--- config.mk ---
export PLATFORM = sky130hd
export DESIGN_NAME = f2m_bend
export DESIGN_NICKNAME = d
export VERILOG_FILES = /design/src/sv/f2m_pkg.sv /design/src/sv/f2m_bend.sv
export SDC_FILE = /design/constraint.sdc
export NUM_CORES = 1
export LEC_CHECK = 0
export ABC_CLOCK_PERIOD_IN_PS = 14100
export BUFFER_PORTS_ARGS = -buffer_cell sky130_fd_sc_hd__buf_2
export CORE_UTILIZATION = 50
export CTS_CLUSTER_DIAMETER = 50
export DETAILED_ROUTE_END_ITERATION = 16
export PLACE_DENSITY = 0.76
export SETUP_SLACK_MARGIN = 0.15
export SLEW_MARGIN = 10
export SYNTH_ARGS = -nofsm -noshare
export SYNTH_HDL_FRONTEND = slang
export SYNTH_SLANG_ARGS = --single-unit
--- constraint.sdc ---
create_clock -name i_clk -period 14.1 [get_ports i_clk]
set_input_delay 0.705 -clock i_clk [delete_from_list [all_inputs] [get_ports i_clk]]
set_output_delay 0.705 -clock i_clk [all_outputs]
set_load 0.01 [all_outputs]
--- src/sv/f2m_pkg.sv ---
// constants, types and elaboration-time tables for the frequency to note block
// no dependencies
package f2m_pkg;

    localparam int LOG_TABLE_ENTRIES = 256;
    localparam int FREQ_FRAC_BITS    = 4;

    localparam int FREQ_W     = 18;
    localparam int REF_W      = 16;
    localparam int MANT_W     = FREQ_W - 1;
    localparam int EXP_W      = $clog2(FREQ_W);
    localparam int Q          = 24;
    localparam int TAB_W      = Q + 1;
    localparam int TAB_IDX_W  = $clog2(LOG_TABLE_ENTRIES + 1);
    localparam int N_MUL_W    = MANT_W + TAB_IDX_W;
    localparam int LOG_W      = Q + EXP_W;
    localparam int L_W        = LOG_W + 2;
    localparam int S_W        = L_W + 4;
    localparam int RND_W      = S_W - Q;

    localparam int U_W  = 27;
    localparam int T_W  = 26;
    localparam int T2_W = 22;
    localparam int T3_W = 18;
    localparam int T4_W = 14;
    localparam int E_W  = 27;
    localparam int G_W  = 26;
    localparam int X_W  = 35;
    localparam int QE_W = 8;
    localparam int RCP_W = 16;
    localparam int RCP_SH = 40;

    localparam logic [63:0] LN2_Q30 = 64'd744261118;

    localparam logic [1:0] ST_OK    = 2'd0;
    localparam logic [1:0] ST_BELOW = 2'd1;
    localparam logic [1:0] ST_ABOVE = 2'd2;

    localparam logic [1:0] REG_REFERENCE = 2'd0;
    localparam logic [1:0] REG_MIN_FREQ  = 2'd1;
    localparam logic [1:0] REG_MAX_FREQ  = 2'd2;

    localparam logic [FREQ_W-1:0] MIN_FREQ_RST = FREQ_W'(120);
    localparam logic [FREQ_W-1:0] MAX_FREQ_RST = FREQ_W'(206592);
    localparam logic [REF_W-1:0]  REF_RST      = REF_W'(8372);

    typedef logic [TAB_W-1:0] t_log_tab [0:LOG_TABLE_ENTRIES];

    typedef struct packed {
        logic [1:0] status;
        logic [6:0] note;
        logic       minus;
    } t_side;

    // log2 of x in [1,2] (q30) by repeated squaring, q24 result
    function automatic logic [TAB_W-1:0] log2_mant(input logic [63:0] x0);
        logic [63:0]      x;
        logic [TAB_W-1:0] res;
        x   = x0;
        res = '0;
        if (x >= 64'h8000_0000) begin
            res = TAB_W'(1) << Q;
        end else begin
            for (int b = Q - 1; b >= 0; b--) begin
                x = (x * x) >> 30;
                if (x >= 64'h8000_0000) begin
                    res[b] = 1'b1;
                    x      = x >> 1;
                end
            end
        end
        return res;
    endfunction

    function automatic t_log_tab build_log_tab();
        t_log_tab tab;
        for (int i = 0; i <= LOG_TABLE_ENTRIES; i++) begin
            tab[i] = log2_mant(64'h4000_0000 + ((64'(i) << 30) / LOG_TABLE_ENTRIES));
        end
        return tab;
    endfunction

    localparam t_log_tab LOG_TAB = build_log_tab();

    // series value at one full semitone, evaluated at elaboration
    function automatic logic [63:0] expm1_full();
        logic [63:0] u, t, t2, t3, t4;
        u  = (64'd1 << (Q + 6)) / 12;
        t  = (u * LN2_Q30) >> 30;
        t2 = (t * t) >> 30;
        t3 = (t2 * t) >> 30;
        t4 = (t3 * t) >> 30;
        return t + t2 / 2 + t3 / 6 + t4 / 24;
    endfunction

    localparam logic [63:0]      G64     = expm1_full();
    localparam logic [G_W-1:0]   G_SEMI  = G_W'(G64);
    localparam logic [63:0]      RCP64   = (64'd1 << RCP_SH) / (2 * G64);
    localparam logic [RCP_W-1:0] RECIP   = RCP_W'(RCP64);

    // floor(x / 3) by reciprocal multiply, exact for any 32-bit x
    function automatic logic [31:0] div3(input logic [31:0] x);
        logic [63:0] p;
        p = 64'(x) * 64'h0000_0000_AAAA_AAAB;
        return 32'(p >> 33);
    endfunction

endpackage

--- src/sv/f2m_bend.sv ---
// two-stage rounded percentage: reciprocal estimate, then one correction step
// depends on f2m_pkg (G_SEMI, RECIP)
module f2m_bend import f2m_pkg::*; (
    input  logic           i_clk,
    input  logic [1:0]     i_en,
    input  logic [G_W-1:0] i_num,
    output logic [6:0]     o_bend
);

    logic [X_W-1:0]  n_x;
    logic [63:0]     n_px;
    logic [X_W-1:0]  r_x;
    logic [QE_W-1:0] r_qe;
    logic [QE_W:0]   n_q1;
    logic [X_W-1:0]  n_chk;
    logic [QE_W:0]   n_q;
    logic [6:0]      r_bend;

    always_comb begin
        n_x   = (X_W'(i_num) << 7) + (X_W'(i_num) << 6) + (X_W'(i_num) << 3) + X_W'(G_SEMI);
        n_px  = 64'(n_x) * 64'(RECIP);
        n_q1  = (QE_W + 1)'(r_qe) + (QE_W + 1)'(1);
        n_chk = X_W'(n_q1) * (X_W'(G_SEMI) << 1);
        n_q   = (r_x >= n_chk) ? n_q1 : (QE_W + 1)'(r_qe);
    end

    always_ff @(posedge i_clk) begin
        if (i_en[0]) begin
            r_x  <= n_x;
            r_qe <= QE_W'(n_px >> RCP_SH);
        end
        if (i_en[1]) begin
            r_bend <= (n_q > (QE_W + 1)'(100)) ? 7'd100 : 7'(n_q);
        end
    end

    assign o_bend = r_bend;

endmodule

== Yosys cells after proc, flatten, opt, wreduce, memory -nomap -nowiden ==
Index checks and enable logic that the tools add are counted.

* Add/sub/neg operators: 4
* $mul: 2
* Order comparisons: 2
* Multiplexer cells: 1

{| class="wikitable"
|+ Operator list
! cell !! number
|-
| multiplier 35 x 13 -> 47 bit, second input constant || 1
|-
| adder 34 x 29 -> 35 bit || 1
|-
| adder 35 x 26 -> 35 bit, second input constant || 1
|-
| >= comparator 35 bit || 1
|-
| adder 33 x 32 -> 34 bit || 1
|-
| multiplier 9 x 24 -> 32 bit, second input constant || 1
|-
| adder 8 x 1 -> 9 bit, second input constant || 1
|-
| > comparator 9 x 7 -> 1 bit, second input constant || 1
|-
| two-way mux 9 bit || 1
|}

* Flip-flop bits (word level): 50
* Bits of input ports: 29
* Output and inout bits: 7
* Word-level logic and storage cells: 12

== Depth between registers and ports, before layout ==
* Depth in word-level cells: 5
* Depth in mapped cells: 34
* Mapped depth without buffers: 34

== Worst setup path after synthesis ==
Ideal clock, no wire load.

* Kind: input port to flip-flop
* From: input port i_num[0]
* To: register r_qe[7], data pin
* Setup time: 0.270 ns
* Arrival: 7.628 ns
* Data required time: 13.830 ns
* Setup slack: 6.203 ns
* Cell stages on the path: 32
* Buffers on the path: 0
* Cell sequence: inv_1 -> fa_1 -> inv_1 -> ha_1 -> ha_1 -> fa_1 -> a21o_1 -> a21oi_1 -> nor2b_1 -> a41oi_2 -> a21oi_1 -> a21boi_2 -> o21bai_1 -> a21o_1 -> xor2_1 -> ha_1 -> ha_1 -> inv_1 -> fa_1 -> inv_1 -> fa_1 -> fa_1 -> ha_1 -> o211ai_1 -> or4_1 -> a2111o_1 -> nand4_1 -> a21o_2 -> a21o_2 -> o21ai_2 -> nand2b_2 -> xnor2_1

* Longest elaborated chain between the ends: 4

{| class="wikitable"
|+ Ends and longest elaborated chain
! element !! RTL line !! RTL
|-
| from (decl) || f2m_bend.sv:6 || <nowiki>input logic [G_W-1:0] i_num,</nowiki>
|-
| adder 33 x 32 -> 34 bit || f2m_bend.sv:20 || <nowiki>n_x = (X_W'(i_num) << 7) + (X_W'(i_num) << 6) + (X_W'(i_num) << 3) + X_W'(G_SEMI);</nowiki>
|-
| adder 34 x 29 -> 35 bit * || f2m_bend.sv:20 ||
|-
| adder 35 x 26 -> 35 bit * || f2m_bend.sv:20 ||
|-
| net n_x[24] || f2m_bend.sv:10 || <nowiki>logic [X_W-1:0] n_x;</nowiki>
|-
| multiplier 35 x 13 -> 47 bit * || f2m_bend.sv:21 || <nowiki>n_px = 64'(n_x) * 64'(RECIP);</nowiki>
|-
| net n_px[47] || f2m_bend.sv:11 || <nowiki>logic [63:0] n_px;</nowiki>
|-
| to (signal assigned) || f2m_bend.sv:30 || <nowiki>r_qe <= QE_W'(n_px >> RCP_SH);</nowiki>
|-
| to (decl) || f2m_bend.sv:13 || <nowiki>logic [QE_W-1:0] r_qe;</nowiki>
|}

The timed path passes the listed nets; every way through them passes the cells marked *.
A chain may end at the register's enable or synchronous reset.

== Worst setup path in the final report ==
Same ends and word-level chain as after synthesis.

==> flow_summary.rst <==
.. list-table::
   :header-rows: 1

   * - Metric
     - Value
   * - Portion of the clock cycle consumed by the worst path in the final layout
     - about three fifths
   * - Mapped cell area
     - between 0.01 and 0.015 mm²
   * - Number of sinks handled by clock tree synthesis
     - 47
   * - Total number of yosys warnings
     - 0
   * - Classification of the worst setup path
     - primary input to register
   * - Clk Tree Root Cell
     - sky130_fd_sc_hd__clkbuf_16
   * - Kind of end point of the critical path
     - register
   * - Finished Core Util
     - 53.76%
   * - Final weighted congestion of routability-driven global placement
     - ~0.97
   * - Deepest level of the CTS H-tree
     - 2
   * - Max Slew Vio Count
     - 0
   * - Avg Cell Area, Syn
     - roughly 9.9 µm²
   * - Status
     - completed
   * - Critical Path Fanout Max
     - 6
   * - Via-to-Cell Ratio
     - about 5.4
   * - Ranking of synthesized cells by instance count
     - sky130_fd_sc_hd__ha_1 (331), sky130_fd_sc_hd__inv_1 (273), sky130_fd_sc_hd__fa_1 (154), sky130_fd_sc_hd__a21oi_1 (77), sky130_fd_sc_hd__edfxtp_1 (47)
   * - Slew at the pin with the worst max-slew slack
     - 1052 ps
   * - Count of maximum capacitance violations
     - 0
   * - Max layer used
     - met4
   * - Cell Rows
     - 58
   * - Half-perimeter wire length of the detailed placement result
     - ~23,000 µm
   * - Core Box Area
     - around 0.025 mm²
   * - Critical Path AT
     - 8570 ps
   * - Fraction of layout instances using a drive strength above 1
     - 5.363%
   * - Clock skew
     - 4.573 ps
   * - Syn_nets
     - between 1,500 and 2,000
   * - Total vias in the final route
     - ~9,000
   * - Initial standard-cell utilization of the core
     - between 50% and 60%
   * - Most area-hungry cell type in the Yosys netlist
     - sky130_fd_sc_hd__ha_1
   * - Grt ovf
     - 0
   * - Number of nets at the end of the flow
     - 1,837
   * - Largest cells by area after synthesis
     - sky130_fd_sc_hd__ha_1 (33%), sky130_fd_sc_hd__fa_1 (24%), sky130_fd_sc_hd__edfxtp_1 (11%)
   * - Maximum single-stage delay on the critical path
     - approximately 540 ps
   * - Diodes inserted
     - 0
   * - Number of library cell types mapped by synthesis
     - 68
   * - Hold bufs inserted after CTS
     - 0
   * - Antenna violations before repair
     - 0
   * - Critical Path Source Type
     - primary input
   * - Number of nets still failing antenna checks after routing
     - 0
   * - Clock-pin slew reported for the worst setup and hold paths after clock tree synthesis
     - about 70 ps
   * - Number of enable-type register cells in the synthesized netlist
     - 47
   * - Share of the synthesized area in the top cell type
     - 32.51%
   * - Mapped Cells
     - 1,284
   * - Worst-case headroom to the max-slew limit
     - 29.36%
   * - Class of the tightest hold or removal check
     - primary input to register
   * - Max frequency
     - between 0.1 and 0.15 GHz
   * - Routed length on met3
     - 633 µm
   * - Die ar.
     - 0.02612 mm²
   * - Met2 wire len
     - 12,740 µm
   * - Height of the chip
     - 161.6 µm
   * - Die outline width
     - roughly 160 µm
   * - Most repeated cell in the gate-level netlist after synthesis
     - sky130_fd_sc_hd__ha_1
   * - Total routed wirelength
     - 25,660 µm
   * - DR DRC count
     - 0
   * - Drt wl/cell
     - approximately 16 µm
   * - Slowest cell on the critical path
     - sky130_fd_sc_hd__or4_1
   * - Number of gates resized after cts
     - 0
   * - Most frequently used flop master after synthesis
     - sky130_fd_sc_hd__edfxtp_1
   * - TritonCTS clock tree
     - built
   * - Final Hold Viols
     - 0
   * - First-pass GRT wire length
     - 44,240 µm
   * - Boundary pin count
     - 36
   * - Portion of the post-synthesis area used by sequential elements
     - 11.08%
   * - CP required
     - 14,120 ps
   * - Min cycle time layout
     - 8555 ps
   * - Pin count of the biggest net entering global routing
     - between 40 and 50
   * - Buffer depth of the longest clock path
     - 2
   * - Worst-Skew Late Latency
     - 290 ps
   * - RSZ-0062 raised after global routing
     - no
   * - Accumulated negative setup slack
     - 0 ps
   * - All-Layer GR Usage
     - 21.08%
   * - Routed metal-1 wire length
     - about 12,000 µm
   * - Area delta synth->final
     - 5.951%
   * - Pre-Repair DR Iteration Count
     - 4
   * - Final setup viols
     - 0
   * - Via count of the first global-routing pass
     - 9,312
   * - Initial drt markers
     - about 400
   * - Port-buffer cells
     - 35
   * - Async set-or-reset flop fraction in the synthesized netlist
     - 0%
   * - Cts bufs inserted
     - 5
   * - Post CTS Setup Buffer Count
     - 0
   * - #FFs+latches synth
     - 47
[cells by family (layout without fill, tap and decap cells)]
logic type / after synthesis / in the layout / synth area share [%]
flops: 47 / 47 / 11.08
buf+inv: 280 / 320 / 8.288
fa+ha+maj: 485 / 485 / 56.70
compound gates: 231 / 231 / 12.10
xor+xnor: 66 / 66 / 4.537
simple gates: 171 / 171 / 6.972
mux: 4 / 4 / 0.3241
[path summary, 6_finish.rpt]
kind / startpoint / slack (ps) / endpoint / cells after the start
min: i_num[0] / 690 / r_x[3] / 1
min reg2reg: r_qe[3] / 780 / o_bend[3] / 2
max: i_num[0] / 5550 / r_qe[7] / 33
max reg2reg: r_qe[0] / 5550 / o_bend[3] / 31
[critical path, delay by kind of cell]
| family | cells | cell delay [ps] |
|---|---|---|
| AOI/OAI and AO/OA | 12 | 2250 |
| xor gates and xnor gates | 2 | 560 |
| adders and majority gates | 10 | 3790 |
| buffers and inverters | 5 | 380 |
| and+or+nand+nor | 4 | 860 |
[area by class of cell]
cell class                 count  area, µm²
tap                          330      412.9
clock inverter                 3      46.29
timing repair buffer          39      205.2
clock buffer                   5      125.1
sequential                    47       1411
inverter                     273       1025
multi-input combinational    957      10270
fill                        2241      11610
[per-stage QoR]
| step | cells | instance area [µm²] | setup slack, ps | hold WS [ps] |
|---|---|---|---|---|
| after floorplan | 1284 | 12740 | 6203 | 629.6 |
| after global placement | 1646 | 13330 | 5459 | 753.0 |
| after detailed placement | 1646 | 13330 | 5267 | 754.2 |
| after CTS | 1654 | 13500 | 5537 | 707.5 |
| after global routing | 1654 | 13500 | 4932 | 701.8 |
| final | 1654 | 13500 | 5545 | 694.9 |
[layer usage]
| layer | GRT usage [%] | vias up |
|---|---|---|
| met5 | 0 | - |
| met4 | 5.532 | 0 |
| met3 | 1.875 | 34 |
| met2 | 36.95 | 112 |
| met1 | 27.83 | 4374 |
| li1 | - | 4463 |
[state kept, by name, indices dropped and copies added (netlist names)]
name / cells
r_qe: 8
r_x: 32
o_bend: 7
[cells in the final DEF (no fill, tap or decap), types with 16 or more instances in the layout]
master                     Yosys  layout
sky130_fd_sc_hd__ha_1        331     331
sky130_fd_sc_hd__inv_1       273     273
sky130_fd_sc_hd__fa_1        154     154
sky130_fd_sc_hd__a21oi_1      77      77
sky130_fd_sc_hd__edfxtp_1     47      47
sky130_fd_sc_hd__nor2_1       39      39
sky130_fd_sc_hd__xnor2_1      35      35
sky130_fd_sc_hd__buf_2         4      35
sky130_fd_sc_hd__nand2_1      33      33
sky130_fd_sc_hd__a21o_1       33      33
sky130_fd_sc_hd__xor2_1       31      31
sky130_fd_sc_hd__o21ai_0      31      31
sky130_fd_sc_hd__nand3_1      16      16
sky130_fd_sc_hd__a211oi_1     16      16
Power is not shown: default switching activity piles up to over one toggle a cycle in this logic, so the estimate is an artifact.
